### src/rar_pkg.sv
// Shared types and constants for the rational add/reduce block.
package rar_pkg;

  localparam int unsigned ValueWidthDef = 32;
  localparam int unsigned DataW         = 64;
  localparam int unsigned CntW          = 6;

  typedef enum logic [4:0] {
    S_IDLE,
    S_GCD1, S_GCD1_W,
    S_DIV1, S_DIV1_W,
    S_DIV2, S_DIV2_W,
    S_MUL1, S_MUL2, S_MUL3, S_MUL4, S_MUL5, S_MUL6,
    S_GCD2, S_GCD2_W,
    S_DIV3, S_DIV3_W,
    S_DIV4, S_DIV4_W,
    S_DONE
  } st_e;

endpackage

### src/rar_gcd.sv
// Binary (shift/subtract) gcd unit, one step per cycle.
module rar_gcd (
  input  logic                         clk_i,
  input  logic                         rst_ni,
  input  logic                         start_i,
  input  logic [rar_pkg::DataW-1:0]    x_i,
  input  logic [rar_pkg::DataW-1:0]    y_i,
  output logic [rar_pkg::DataW-1:0]    gcd_o,
  output logic                         done_o
);

  logic [rar_pkg::DataW-1:0] x_q, x_d, y_q, y_d, res_q, res_d;
  logic [rar_pkg::CntW-1:0]  k_q, k_d;
  logic                      busy_q, busy_d, done_q, done_d;

  always_comb begin
    x_d    = x_q;
    y_d    = y_q;
    k_d    = k_q;
    res_d  = res_q;
    busy_d = busy_q;
    done_d = 1'b0;
    if (start_i) begin
      x_d    = x_i;
      y_d    = y_i;
      k_d    = '0;
      busy_d = 1'b1;
    end else if (busy_q) begin
      if (y_q == '0) begin
        res_d  = x_q << k_q;
        busy_d = 1'b0;
        done_d = 1'b1;
      end else if (!x_q[0] && !y_q[0]) begin
        x_d = x_q >> 1;
        y_d = y_q >> 1;
        k_d = k_q + 1'b1;
      end else if (!x_q[0]) begin
        x_d = x_q >> 1;
      end else if (!y_q[0]) begin
        y_d = y_q >> 1;
      end else if (x_q > y_q) begin
        x_d = y_q;
        y_d = x_q - y_q;
      end else begin
        y_d = y_q - x_q;
      end
    end
  end

  always_ff @(posedge clk_i or negedge rst_ni) begin
    if (!rst_ni) begin
      busy_q <= 1'b0;
      done_q <= 1'b0;
    end else begin
      busy_q <= busy_d;
      done_q <= done_d;
    end
  end

  always_ff @(posedge clk_i) begin
    x_q   <= x_d;
    y_q   <= y_d;
    k_q   <= k_d;
    res_q <= res_d;
  end

  assign gcd_o  = res_q;
  assign done_o = done_q;

endmodule

### config.mk
export PLATFORM = sky130hd
export DESIGN_NAME = rar_gcd
export DESIGN_NICKNAME = d
export VERILOG_FILES = /design/src/rar_pkg.sv /design/src/rar_gcd.sv
export SDC_FILE = /design/constraint.sdc
export NUM_CORES = 1
export LEC_CHECK = 0
export ABC_AREA = 1
export ABC_CLOCK_PERIOD_IN_PS = 17300
export BUFFER_PORTS_ARGS = -buffer_cell sky130_fd_sc_hd__buf_2
export CORE_MARGIN = 4
export CORE_UTILIZATION = 25
export CTS_CLUSTER_SIZE = 30
export DETAILED_ROUTE_END_ITERATION = 10
export GPL_TIMING_DRIVEN = 0
export PLACE_DENSITY = 0.41
export SYNTH_ARGS = -nofsm -noshare
export SYNTH_HDL_FRONTEND = slang
export SYNTH_SLANG_ARGS = --single-unit
### constraint.sdc
create_clock -name clk_i -period 17.3 [get_ports clk_i]
set_input_delay 0 -clock clk_i [delete_from_list [all_inputs] [get_ports clk_i]]
set_output_delay 0 -clock clk_i [all_outputs]
set_load 0.01 [all_outputs]
Word-level counts from Yosys, hierarchy flattened

Index checks and enable logic that the tools add are counted.

Eq/ne operators: 3
Bitwise logic cells: 2
Shifts and indexed selects: 1
Add/sub/neg operators: 3
Multiplexer cells: 20
$lt $le $gt $ge: 1
Reductions and logical operators: 11

Operators with widths:

| operator                                      | number |
|---|---|
| 2-to-1 mux 64 bit                             | 14 |
| subtractor 64 bit                             | 2 |
| > comparator 64 bit                           | 1 |
| logical NOT 64 bit                            | 1 |
| left shift 64 x 6 -> 64 bit                   | 1 |
| AND reduction 3 bit                           | 3 |
| != test 4 x 2 -> 1 bit, second input constant | 2 |
| adder 6 x 1 -> 6 bit, second input constant   | 1 |
| 2-to-1 mux 1 bit                              | 6 |
| AND reduction 4 bit                           | 1 |
| nonzero test 3 bit                            | 1 |
| logical NOT 1 bit                             | 2 |
| != test 2 bit, second input constant          | 1 |
| NOT 1 bit                                     | 2 |
| AND reduction 2 bit                           | 1 |
| nonzero test 2 bit                            | 1 |
| logical AND 1 bit                             | 1 |

Register bits after elaboration: 200
Bits of input ports: 131

Depth between registers and ports, before layout

Depth after elaboration: 8
Depth in mapped cells: 20
Mapped depth without buffers: 19

Least setup slack after synthesis

No wires, ideal clock.

Kind: reg2reg
Start point: reg x_q[0] (netlist name)
End point: reg x_q[10] (netlist name), enable pin
Path slack: 11.659 ns
Data required time: 16.815 ns
Clock period less this slack: 5.641 ns
Arrival time: 5.156 ns
Stages on the path, launching flop included: 21
Cell sequence: edfxtp_1 > inv_1 > ha_1 > fa_1 > inv_1 > nand3_1 > nand2_1 > nand2_1 > nand2_1 > nand2_1 > nand2_2 > nand2_1 > nand2_2 > nand2_2 > nand2_2 > nand2_2 > buf_6 > buf_6 > a21oi_1 > nor2_1 > nor2_1

Longest elaborated chain between the ends: 4
Elaborated cells on any way between the ends: 6
Those cells by class: order compare (1); eq/ne (2); reduce/logical (3)

RTL lines:

| what                                                                        | line          | text |
|---|---|---|
| start, declared                                                             | rar_gcd.sv:12 | `logic [rar_pkg::DataW-1:0] x_q, x_d, y_q, y_d, res_q, res_d;` |
| start signal, assigned                                                      | rar_gcd.sv:61 | `x_q <= x_d;` |
| parallel branches: the longest is 3 deep, another holds > comparator 64 bit | --            |  |
| AND reduction 4 bit (no line) *                                             | --            |  |

Mark *: on every way between the ends.
A chain may end at the register's enable or synchronous reset.

Worst setup path in the final report

Start point: reg x_q[0] (netlist name)
End point: reg x_q[52] (netlist name), enable pin

Same word-level chain as after synthesis.

==> impl_metrics.csv <==
group,metric,value,unit
global_routing,grt_max_degree,35,
route,wl_per_cell,23.5,um
route,vias,27300,
synthesis,ys_top_cells_by_count,"nand2_1 (1465), inv_1 (626), o21ai_0 (307), nand3_1 (276), nor2_1 (263)",
sta,finalCriticalPeriod,4940,ps
sta,rsz0062_at_grt,"false",
synthesis,ys.warnings.count,0,
setup_path,rr_startpoint,"x_q[0]",
synthesis,ys_seq_area_share,24.9,%
synthesis,yosysTopAreaCellShare,24.2,%
status,status,"complete, no violations",
sta,final.period_utilization,28.6,%
cts,clk-insertion-delay-late,520,ps
cts,clockRootBuffer,"clkbuf_16",
placement,dp_slack,12370,ps
finish,syn_to_final_growth,19.4,%
hold_path,worstHoldStart,"y_i[62]",
setup_path,path_cells,"inv_1 -> ha_1 -> fa_1 -> inv_1 -> nand3_1 -> nand2_1 -> nand2_1 -> nand2_1 -> nand2_1 -> nand2_2 -> nand2_1 -> nand2_2 -> nand2_2 -> nand2_2 -> nand2_2 -> buf_6 -> buf_6 -> a21oi_1 -> nor2_1 -> nor2_4 -> buf_12",
sta,worst_pin_slew,1420,ps
finish,register_area,5940,sq um
finish,multi_input_comb_area,14800,sq um
cts,cts_hold_buf,140,
placement,gp_congestion,0.974,
hold_path,holdPathStages,4,
placement,place_hpwl,114000,um
global_routing,grt_overflow,0,
floorplan,initial_utilization,25.3,%
setup_path,reg2reg_to,"x_q[52]",
sta,setup_slack,12360,ps
cts,postCtsSetupBuffers,0,
synthesis,synthArstFlopShare,1.00,%
cts,clock_sinks,200,
flow_run,cap_violations,0,
finish,num_antenna_cells,0,
power,ir_worst_vdd,0.0686,mV
synthesis,yosysUniqueCellTypes,42,
setup_path,rr_worst_depth,21,
power,pwr-share-seq,18.0,%
sta,drv_slew,0,
power,power.leakage,14.5,nW
synthesis,synth.area.top_cells,"edfxtp_1 (24%), nand2_1 (23%), inv_1 (9.9%)",
finish,drive_gt1_share,8.15,%
power,p_sw_share,60.5,%
setup_path,end_kind,"flop",
synthesis,syn_area_per_cell,5.95,sq um
global_routing,grt_pass1_wl,185000,um
hold_path,hold_class,"in2reg",
power,combPwrFrac,72.8,%
finish,finalNonFillerCells,5622,
route,first_pass_iters,5,
route,first_iter_violations,2088,
sta,finClkSkew,31.6,ps
power,p_int,1.75,mW
cts,path_clk_slew,100,ps
setup_path,path_max_fanout,33,
power,post-layout-total-power,4.43,mW
sta,setup_viol,0,
floorplan,dieArea,100000,sq um
floorplan,rows,112,
setup_path,crit_path_start_kind,"flop",
sta,finalSetupTns,0,ps
placement,port_buffers,194,
synthesis,synthesis.area,23800,sq um
floorplan,die_h,316,um
setup_path,reg2reg_slack,12360,ps
cts,h-tree-depth,4,
synthesis,synth_edf_count,192,
sta,final-hold-violation-count,0,
route,ant_nets,0,
cts,numCtsBuffers,17,
power,power.density,156,nW/um^2
route,vias_per_cell,4.86,
route,drc,0,
global_routing,antenna_found_initial,1,
setup_path,slowest_stage,"nor2_4",
synthesis,synth-seq-cells,200,
power,p_switching,2.68,mW
route,wl,132000,um
setup_path,cp_top_family,"simple AND/OR/NAND/NOR gates",
floorplan,core_region_area,93900,sq um
global_routing,first_global_vias,26800,
synthesis,syn_inst,3998,
sta,maxSlewHeadroom,5.64,%
cts,cts-resized-gates,0,
power,clock_power_share,9.2,%
setup_path,crit_cells,21,
cts,cts_tree,"built",
setup_path,slowest_delay,720,ps
setup_path,critPathRequiredTime,17500,ps
finish,final_core_util,30.2,%
synthesis,synth_nets,4261,
synthesis,synth-main-ff-cell,"edfxtp_1",
setup_path,worstPathArrival,5150,ps
setup_path,worstSetupPathType,"reg2reg",
setup_path,cp_num_buf_inv,5,
floorplan,die_x,316,um
floorplan,io_pins,196,
synthesis,yosysTopAreaCell,"edfxtp_1",
sta,max_freq,202,MHz
cts,cts_buffer_depth,2,
hold_path,hold-path-endpoint,"y_q[62]",
synthesis,yosysMostFrequentCell,"nand2_1",
global_routing,grt_usage,25.8,%
finish,fillCellCount,10900,
placement,dp_cells,5450,
finish,nNetsFinal,4618,
-- per-layer routing --
| metal | GRT usage [%] | wire [um] | up-vias |
|---|---|---|---|
| met2 | 43.9 | 61400 | 868 |
| met3 | 2.28 | 6800 | 186 |
| met5 | 0 | 13 | - |
| met1 | 33.5 | 57500 | 12900 |
| met4 | 11.1 | 6090 | 2 |
| li1 | - | - | 13400 |
-- state kept, by name, indices dropped and copies added (netlist names) --
signal,cells
busy_q,1
y_q,64
x_q,64
gcd_o,64
done_o,1
k_q,6
-- cells by family (layout without fill, tap and decap cells) --
group | Yosys count | count (layout) | share of synthesized area (%)
muxes | 64 | 64 | 2.69
AOI/OAI and AO/OA | 623 | 623 | 14.0
xor gates and xnor gates | 55 | 55 | 2.02
adders and majority gates | 132 | 132 | 7.01
buffers and inverters | 805 | 1175 | 13.1
and+or+nand+nor | 2119 | 2119 | 36.2
DFF | 200 | 200 | 24.9
-- power groups by stage --
stage / Sequential, mW / Combinational, mW / Clock (mW)
after global routing: 0.807 / 3.51 / 0.435
final: 0.799 / 3.23 / 0.407
after CTS: 0.791 / 3.17 / 0.418
after detailed placement: 0.804 / 3.12 / 0
after global placement: 0.809 / 3.13 / 0
after floorplan: 0.741 / 1.96 / 0
-- metrics by stage --
| stage | instance area [sq um] | hold slack, ps |
|---|---|---|
| 2_1_floorplan | 23800 | -296 |
| 3_3_place_gp | 26300 | -212 |
| 3_5_place_dp | 26400 | -207 |
| 4_1_cts | 28400 | 261 |
| 5_1_grt | 28400 | 304 |
| 6_report | 28400 | 298 |
-- cell usage in the layout, fill, tap and decap left out, types with 3 or more instances in the layout --
master,instances
a21oi_1,245
a31oi_1,3
buf_1,11
buf_12,4
buf_2,225
buf_6,4
clkbuf_1,99
clkbuf_16,17
clkbuf_2,19
dfxtp_1,6
dlygate4sd3_1,140
edfxtp_1,192
ha_1,130
inv_1,626
inv_2,14
inv_6,7
mux2i_1,64
nand2_1,1465
nand2_2,14
nand3_1,276
nand4_1,38
nor2_1,261
nor2_2,9
nor2_4,7
nor3_1,15
nor4_1,15
o211ai_1,31
o211ai_2,10
o21ai_0,307
o21bai_1,16
or2_2,14
xnor2_1,4
xor2_1,51
-- worst register-to-register path, cell delays in order (launching register included) --
cell and delay, ps:
edfxtp_1 470, inv_1 240, ha_1 380, fa_1 540, inv_1 200, nand3_1 90, nand2_1 190, nand2_1 70
nand2_1 170, nand2_1 90, nand2_2 140, nand2_1 110, nand2_2 80, nand2_2 60, nand2_2 70, nand2_2 90
buf_6 170, buf_6 180, a21oi_1 150, nor2_1 80, nor2_4 720, buf_12 320
-- how the worst max path moves through the flow --
stage,to,from,slack [ps]
global placement,x_q[60],x_q[0],9250
CTS,x_q[38],x_q[0],12350
floorplan,x_q[10],x_q[0],11660
finish,x_q[52],x_q[0],12360
detailed placement,x_q[60],x_q[0],12370
global route,x_q[38],x_q[0],12090
-- cell type report --
| class | instances | area share (%) |
|---|---|---|
| inverters | 640 | 8.46 |
| flip-flops and latches | 200 | 20.9 |
| repair buffers | 338 | 8.64 |
| plain buffers | 165 | 2.55 |
| well taps | 1254 | 5.53 |
| multi-input cells | 2993 | 52.0 |
| clock buffers | 17 | 1.50 |
| clock inverters | 15 | 0.467 |
No activity file was read; power rests on OpenSTA's default activity.
