<file path="src/rar_pkg.sv">
// Shared types and constants for the rational add/reduce block.
package rar_pkg;

  localparam int unsigned ValueWidthDef = 32;
  localparam int unsigned DataW         = 64;
  localparam int unsigned CntW          = 6;

  typedef enum logic [4:0] {
    S_IDLE,
    S_GCD1, S_GCD1_W,
    S_DIV1, S_DIV1_W,
    S_DIV2, S_DIV2_W,
    S_MUL1, S_MUL2, S_MUL3, S_MUL4, S_MUL5, S_MUL6,
    S_GCD2, S_GCD2_W,
    S_DIV3, S_DIV3_W,
    S_DIV4, S_DIV4_W,
    S_DONE
  } st_e;

endpackage

</file>
<file path="src/rar_div.sv">
// Bit-serial restoring unsigned divider, one quotient bit per cycle.
module rar_div (
  input  logic                         clk_i,
  input  logic                         rst_ni,
  input  logic                         start_i,
  input  logic [rar_pkg::DataW-1:0]    num_i,
  input  logic [rar_pkg::DataW-1:0]    den_i,
  output logic [rar_pkg::DataW-1:0]    quo_o,
  output logic                         done_o
);

  logic [rar_pkg::DataW-1:0] rem_q, rem_d, quo_q, quo_d, den_q, den_d, tmp;
  logic [rar_pkg::CntW-1:0]  cnt_q, cnt_d;
  logic                      busy_q, busy_d, done_q, done_d, bit_v;

  always_comb begin
    rem_d  = rem_q;
    quo_d  = quo_q;
    den_d  = den_q;
    cnt_d  = cnt_q;
    busy_d = busy_q;
    done_d = 1'b0;
    tmp    = {rem_q[rar_pkg::DataW-2:0], quo_q[rar_pkg::DataW-1]};
    bit_v  = (tmp >= den_q);
    if (start_i) begin
      rem_d  = '0;
      quo_d  = num_i;
      den_d  = den_i;
      cnt_d  = '1;
      busy_d = 1'b1;
    end else if (busy_q) begin
      rem_d = bit_v ? (tmp - den_q) : tmp;
      quo_d = {quo_q[rar_pkg::DataW-2:0], bit_v};
      if (cnt_q == '0) begin
        busy_d = 1'b0;
        done_d = 1'b1;
      end else begin
        cnt_d = cnt_q - 1'b1;
      end
    end
  end

  always_ff @(posedge clk_i or negedge rst_ni) begin
    if (!rst_ni) begin
      busy_q <= 1'b0;
      done_q <= 1'b0;
      cnt_q  <= '0;
    end else begin
      busy_q <= busy_d;
      done_q <= done_d;
      cnt_q  <= cnt_d;
    end
  end

  always_ff @(posedge clk_i) begin
    rem_q <= rem_d;
    quo_q <= quo_d;
    den_q <= den_d;
  end

  assign quo_o  = quo_q;
  assign done_o = done_q;

endmodule

</file>
<file path="config.mk">
export PLATFORM = sky130hd
export DESIGN_NAME = rar_div
export DESIGN_NICKNAME = d
export VERILOG_FILES = /design/src/rar_pkg.sv /design/src/rar_div.sv
export SDC_FILE = /design/constraint.sdc
export NUM_CORES = 1
export LEC_CHECK = 0
export CAP_MARGIN = 25
export CORE_MARGIN = 2
export CORE_UTILIZATION = 39
export CTS_CLUSTER_DIAMETER = 40
export CTS_CLUSTER_SIZE = 25
export DETAILED_ROUTE_END_ITERATION = 16
export DONT_BUFFER_PORTS = 1
export PLACE_DENSITY = 0.53
export SLEW_MARGIN = 20
export SYNTH_ARGS = -nofsm -noshare
export SYNTH_HDL_FRONTEND = slang
export SYNTH_SLANG_ARGS = --single-unit
</file>
<file path="constraint.sdc">
create_clock -name clk_i -period 8.88 [get_ports clk_i]
set_clock_uncertainty 0.1 [all_clocks]
set_input_delay 1.776 -clock clk_i [delete_from_list [all_inputs] [get_ports clk_i]]
set_output_delay 1.776 -clock clk_i [all_outputs]
set_load 0.02 [all_outputs]
</file>
After elaboration in Yosys (flattened, before gate mapping) --
Cells that the tools add are included. Widths: inputs -> output; s select.
Operators by class: muxes and demuxes 12, reductions and logical operators 3, eq/ne operators 1, $add $sub $neg 2, order comparisons 1
Operator list (number):
- $mux 64 | 2
- $ge 64x64->1 | 1
- $mux 63 | 1
- $sub 63x63->63 | 1
- $mux 6 | 3
- $logic_not 6->1 | 1
- $mux 1 | 6
- $sub 6x1->6 const B | 1
- $ne 2x2->1 const B | 1
- $reduce_and 2->1 | 1
- $reduce_bool 2->1 | 1
Word-level totals: input port bits 131, register bits after elaboration 199, output and inout port bits 65, logic and storage cells 25

Longest topological paths before layout --
Gate-level depths: netlist of run 1.
depth in word-level cells 4, depth in mapped cells 15, mapped depth without buffers 13

Least setup slack after synthesis of run 1 --
Ideal clock, no wire load.
path type in2reg, start in start_i, end reg quo_q, in the netlist quo_o[0], enable pin, stages on the path 3, required time 8362 ps, setup slack 4903 ps, buffers on the path 1, arrival time 3459 ps, library setup time 418 ps, cells stage by stage clkbuf_1 -> nor2_1 -> inv_1
On the way: longest elaborated chain between the ends 1
RTL lines:
- from (decl) | RTL line rar_div.sv:5 | input logic start_i,
- $reduce_bool 2->1 (no source line)
- to (signal assigned) | RTL line rar_div.sv:57 | quo_q <= quo_d;
- to (decl) | RTL line rar_div.sv:12 | logic [rar_pkg::DataW-1:0] rem_q, rem_d, quo_q, quo_d, den_q, den_d, tmp;
No other way between the ends. A chain may end at the register's enable or synchronous reset.

Final worst setup path of run 1 --
start reg quo_q, in the netlist quo_o[63], end reg rem_q[58] in the netlist's numbering
On the way: longest elaborated chain between the ends 2, elaborated cells between the ends (all ways) 3, those cells by class 1 x add/sub; 1 x order compare; 1 x mux
RTL lines:
- $sub 63x63->63 or $ge 64x64->1 (tied branches) | RTL line rar_div.sv:32, rar_div.sv:24
- $mux 63 (*) | RTL line rar_div.sv:32 | rem_d = bit_v ? (tmp - den_q) : tmp;
- to (signal assigned) | RTL line rar_div.sv:56 | rem_q <= rem_d;
- to (decl) | RTL line rar_div.sv:12
Mark *: on every way between the ends. The rest lies on a longest branch, timed or not.

==> flow_metrics.py, run 1 <==
metrics = {
    "clock_tree": {
        "cts-hold-fix-buffers": 0,
        "cts_max_level": 4,
        "cts_tree": "done",
        "post-cts-setup-buffers": 0,
        "cts_root_buffer": "clkbuf_16",
        "cts_resized": 0,
        "cts_buffers": 17,
        "cts_buffer_depth": 2,
        "cts.sinks": 199,
        "clkLatencyLatePin_ps": 450,
        "path_clk_slew_ps": 70,
    },
    "routing": {
        "vias": 8667,
        "drt_iter0_drc": 562,
        "wl_met2_mm": 12.61,
        "viasPerCell": 5.517,
        "drtPass1Iterations": 4,
        "wl_per_cell_um": 18.04,
        "wl_met1_mm": 13.28,
        "detail-route-antenna-nets": 0,
        "routed.top_layer": "met4",
        "finalWirelength_mm": 28.34,
        "drc": 0,
        "wl_met3_mm": 1.961,
    },
    "sta": {
        "hold_viol_final": 0,
        "clock.fmax_ghz": 0.2482,
        "finalCritPeriodShare_pct": 45.37,
        "setup_tns_ps": 0,
        "tightest_slew_ps": 876.0,
        "report.final.slew_viol_count": 0,
        "rsz0062_at_grt": "false",
        "layout_min_cycle_time_ps": 4029,
        "relSlewSlack_pct": 41.38,
        "setup_viol": 0,
    },
    "worst_setup_path": {
        "slowest_stage": "buf_4",
        "crit_path_end_kind": "flip-flop",
        "crit_arrival_ps": 4250,
        "critical_path_class": "flip-flop to flip-flop",
        "slowest_delay_ps": 700,
        "critPathTopFamily": "compound AO/OA/AOI/OAI gates",
        "start_kind": "flip-flop",
        "r2r_cells": 13,
        "reg2reg_slack_ps": 4850,
        "critical_path_cell_count": 13,
        "required_ps": 9100,
        "cp_max_fo": 69,
        "path_cells": "inv_1 -> ha_1 -> fa_1 -> nor2b_1 -> o21bai_1 -> a21oi_1 -> nor3b_1 -> nand2b_2 -> o311ai_4 -> a21oi_4 -> buf_4 -> nand2b_1 -> o21ai_0",
        "worst-path-buf-inv": 2,
    },
    "power_and_ir_drop": {
        "p_leak_uw": 0.005236,
        "power_frac_comb_pct": 9.9,
        "p_clk_share_pct": 35.4,
        "p_switching_uw": 548.0,
        "ir_drop_mv": 0.1361,
        "seq_power_share_pct": 54.7,
        "internal_power_uw": 1506,
        "p_per_area_nw_per_um2": 160.2,
        "swShare_pct": 26.68,
    },
    "global_route": {
        "grt_overflow_total": 0,
        "antenna_found_initial": 0,
        "grt_pass1_wl_mm": 45.94,
        "grt_max_degree": 194,
        "grt_pass1_vias": 8722,
        "track_usage_pct": 17.57,
    },
    "floorplanning": {
        "dieArea_um2": 32370,
        "pin_count": 196,
        "core_area_um2": 30510,
        "initial_core_util_pct": 39.55,
        "die_w_um": 179.9,
        "rows": 64,
        "die_h_um": 179.9,
    },
    "job": {
        "maxCapViolCount": 0,
    },
    "finish": {
        "num_antenna_cells": 0,
        "syn2layout_area_growth_pct": 6.211,
        "final_cell_mix": "edfxtp_1, nor2_1, a21oi_1",
        "mostFrequentLayoutCell": "edfxtp_1",
        "finish.instance_area_um2": 12820,
        "nNetsFinal": 1360,
        "drive_gt1_share_pct": 12.51,
    },
    "synth": {
        "synth_nets": 1404,
        "synthFlopType": "edfxtp_1",
        "synth_edf_count": 128,
        "synth-warning-count": 0,
        "netlist.top_cell.by_area": "edfxtp_1",
        "synth_area_leaders": "edfxtp_1, dfxtp_1, ha_1",
        "synth_seq_cells": 199,
        "syn_area_per_cell_um2": 10.01,
        "synth_cell_types": 79,
        "netlist_area_um2": 12070,
        "synth.top_cell.area_share_pct": 31.85,
        "ys_seq_area_share_pct": 43.96,
        "postSynth.asyncResetShare_pct": 4.020,
        "synth_cells": 1206,
    },
    "status": {
        "status": "finished, final reports clean",
    },
    "min_path": {
        "holdPathStages": 2,
        "hold_class": "flip-flop to flip-flop",
    },
    "placement": {
        "post_dp_cell_area_um2": 12260,
        "port_buffers": 0,
        "place_congestion": 0.8477,
        "hpwl_mm": 20.47,
    },
}
power groups by stage:
stage	Clock (uW)	Combinational, uW	Sequential, uW
final	727	203	1120
after global routing	794	228	1130
after CTS	755	203	1120
after detailed placement	0	203	1140
after global placement	0	201	1140
after floorplan	0	178	1130
cell families after synthesis:
family / count (synthesis) / share of synthesized area [%]
AO/OA/AOI/OAI: 335 / 19.86
XOR/XNOR: 56 / 4.064
adder cells (fa/ha/maj): 67 / 7.009
buffers and inverters: 146 / 5.194
flip-flops: 199 / 43.96
multiplexers: 82 / 7.465
AND/OR/NAND/NOR: 321 / 12.45
metrics by stage:
stage               utilization [%]  hold slack (ps)  worst slack [ps]  total power [uW]  std cells
floorplan                         -            363.3              4903              1308       1206
global placement              40.18            380.2              4514              1346       1538
detailed placement            40.18            388.1              4433              1346       1538
CTS                           41.92            398.8              4423              2084       1570
global route                  42.01            426.1              4487              2153       1571
finish                        42.01            395.6              4851              2054       1571
path summary, 6_finish.rpt:
path	start	to
min reg2reg	rem_q[60]$_SDFFE_PP0P_	rem_q[60]$_SDFFE_PP0P_
max	quo_o[63]$_DFFE_PP_	rem_q[58]$_SDFFE_PP0P_
max in group asynchronous	rst_ni	busy_q$_DFF_PN0_
max reg2reg	quo_o[63]$_DFFE_PP_	rem_q[58]$_SDFFE_PP0P_
min in group asynchronous	rst_ni	cnt_q[5]$_DFFE_PN0P_
min	rem_q[60]$_SDFFE_PP0P_	rem_q[60]$_SDFFE_PP0P_
registers in the layout, summed over array words and instances (netlist names):
register / count
busy_q: 1
cnt_q: 6
den_q: 64
done_o: 1
quo_o: 64
rem_q: 63
cells in the mapped netlist, types with 27 or more instances:
| master | number |
|---|---|
| edfxtp_1 | 128 |
| nor2_1 | 122 |
| a21oi_1 | 106 |
| inv_1 | 79 |
| nand2_1 | 69 |
| ha_1 | 66 |
| dfxtp_1 | 63 |
| mux2_2 | 63 |
| o21ai_0 | 39 |
| clkbuf_1 | 35 |
| xnor2_1 | 33 |
| a21o_1 | 30 |
| a211oi_2 | 27 |
layout make-up:
type                            count  area [um2]
Fill cell                        2950       17690
Multi-Input combinational cell    861        6136
Sequential cell                   199        5309
Tap cell                          396       495.5
Clock buffer                       20       436.7
Inverter                           79       296.5
Clock inverter                     12       93.84
Timing Repair Buffer                4       50.05
tightest hold or removal path, cell delays in order (launching register included):
cell      delay, ps
dfxtp_1         330
nand2b_1         70
a21oi_1          50
per-layer routing:
metal	track usage, %	up-vias
met5	0	-
met4	5.463	0
met3	5.612	26
met2	27.00	258
met1	23.57	4069
li1	-	4314
(Power assumes the default switching activity.)
==> run 2, diff against run 1 <==
==> constraint.sdc (replaced) <==
create_clock -name clk_i -period 4 [get_ports clk_i]
set_clock_uncertainty 0.1 [all_clocks]
set_input_delay 0.8 -clock clk_i [delete_from_list [all_inputs] [get_ports clk_i]]
set_output_delay 0.8 -clock clk_i [all_outputs]
set_load 0.02 [all_outputs]
==> flow_metrics.py, run 2 (same netlist as run 1, synthesis figures left out) <==
metrics = {
    "sta": {
        "report.final.slew_viol_count": 0,
        "layout_min_cycle_time_ps": 3371,
        "tightest_slew_ps": 907.1,
        "relSlewSlack_pct": 39.40,
        "setup_viol": 0,
        "setup_tns_ps": 0,
        "hold_viol_final": 0,
        "rsz0062_at_grt": "false",
        "finalCritPeriodShare_pct": 84.28,
        "clock.fmax_ghz": 0.2966,
    },
    "floorplanning": {
        "die_h_um": 179.9,
        "rows": 64,
        "dieArea_um2": 32370,
        "core_area_um2": 30510,
        "die_w_um": 179.9,
        "initial_core_util_pct": 39.55,
        "pin_count": 196,
    },
    "clock_tree": {
        "path_clk_slew_ps": 80,
        "cts_resized": 0,
        "cts_root_buffer": "clkbuf_16",
        "cts.sinks": 199,
        "post-cts-setup-buffers": 0,
        "cts_buffers": 17,
        "cts_buffer_depth": 2,
        "cts_max_level": 4,
        "cts_tree": "done",
        "clkLatencyLatePin_ps": 450,
    },
    "routing": {
        "drtPass1Iterations": 5,
        "vias": 8705,
        "detail-route-antenna-nets": 0,
        "drc": 0,
        "wl_per_cell_um": 18.45,
        "finalWirelength_mm": 29.11,
        "viasPerCell": 5.516,
        "drt_iter0_drc": 494,
    },
    "global_route": {
        "antenna_found_initial": 0,
        "track_usage_pct": 17.95,
        "grt_max_degree": 194,
        "grt_pass1_wl_mm": 46.96,
        "grt_overflow_total": 0,
        "grt_pass1_vias": 8888,
    },
    "worst_setup_path": {
        "crit_path_end_kind": "flip-flop",
        "cp_max_fo": 72,
        "critical_path_class": "flip-flop to flip-flop",
        "critPathTopFamily": "simple AND/OR/NAND/NOR gates",
        "crit_arrival_ps": 3640,
        "slowest_delay_ps": 490,
        "path_cells": "inv_1 -> ha_1 -> fa_1 -> nor2b_1 -> o21bai_1 -> a21oi_1 -> nor3b_1 -> nand2b_2 -> o311ai_4 -> a21oi_4 -> buf_12 -> or3b_2 -> a41oi_1",
        "required_ps": 4270,
        "slowest_stage": "or3b_2",
        "start_kind": "flip-flop",
        "worst-path-buf-inv": 2,
    },
    "power_and_ir_drop": {
        "power_uw": 4686,
        "p_per_area_nw_per_um2": 362.4,
        "p_leak_uw": 0.005302,
        "ir_drop_mv": 0.2883,
    },
    "placement": {
        "hpwl_mm": 21.00,
        "port_buffers": 0,
        "place_congestion": 0.8454,
        "dpl.cell_count": 1545,
    },
    "finish": {
        "mostFrequentLayoutCell": "edfxtp_1",
        "drive_gt1_share_pct": 13.20,
        "syn2layout_area_growth_pct": 7.144,
        "layout.cells.non_filler": 1578,
        "final_cell_mix": "edfxtp_1, nor2_1, a21oi_1",
        "num_antenna_cells": 0,
        "fillCellCount": 3019,
        "nNetsFinal": 1367,
    },
    "status": {
        "status": "finished, final reports clean",
    },
    "job": {
        "maxCapViolCount": 0,
    },
    "min_path": {
        "hold_class": "input port to flip-flop",
    },
}
==> run 2: path summary, 6_finish.rpt <==
| check | depth (start not counted) | slack (ps) | startpoint | end |
|---|---|---|---|---|
| setup / recovery | 13 | 630 | quo_o[63]$_DFFE_PP_ | rem_q[44]$_SDFFE_PP0P_ |
| hold reg to reg | 2 | 400 | rem_q[60]$_SDFFE_PP0P_ | rem_q[60]$_SDFFE_PP0P_ |
| setup reg to reg | 13 | 630 | quo_o[63]$_DFFE_PP_ | rem_q[44]$_SDFFE_PP0P_ |
| max in group asynchronous | 1 | 2880 | rst_ni | busy_q$_DFF_PN0_ |
| min in group asynchronous | 1 | 610 | rst_ni | done_o$_DFF_PN0_ |
| hold / removal | 0 | 340 | den_i[21] | den_q[21]$_DFFE_PP_ |
==> run 2: report_power, final <==
part	switching [uW]	internal (uW)	total, uW
clock network	806	926	1730
logic	258	202	460
registers	159	2340	2490
==> run 2: final cells by class <==
class	count	area, um2	share of cell area (%)
multi-input cells	861	6136	47.45
flip-flops and latches	199	5309	41.06
well taps	396	495.5	3.832
clock buffers	22	474.2	3.668
inverters	79	296.5	2.293
repair buffers	11	110.1	0.8516
clock inverters	10	108.9	0.8419
==> run 2: metal layers <==
layer / GRT usage, % / vias to the layer above / share of wire [%]
met5: 0 / - / 0
met4: 4.423 / 0 / 1.0
met3: 5.227 / 17 / 6.5
met2: 29.09 / 233 / 46
met1: 23.60 / 4135 / 47
li1: - / 4320 / -
==> run 2: worst reg2reg max path: cells and delay by family, from the launching register on <==
kind / cells / cell delay [ps]
simple gates: 4 / 1050
compound gates: 5 / 910
fa+ha+maj: 2 / 600
flops: 1 / 350
buf+inv: 2 / 280
==> run 2: timing repair <==
action | CTS | global route
endpoints found under the hold margin | 8 | 0
hold buffers | 1 | 0
endpoints found under the setup margin | 0 | 0
==> run 2: through the flow <==
stage                     cell area (um2)  hold WS (ps)  setup WS, ps  utilization [%]
after floorplan                     12070         363.3         896.5                -
after global placement              12340         376.9         625.1            40.44
after detailed placement            12340         379.2         633.2            40.44
after CTS                           12930         287.7         617.4            42.38
after global routing                12930         306.0         381.3            42.38
final                               12930         337.2         628.8            42.38
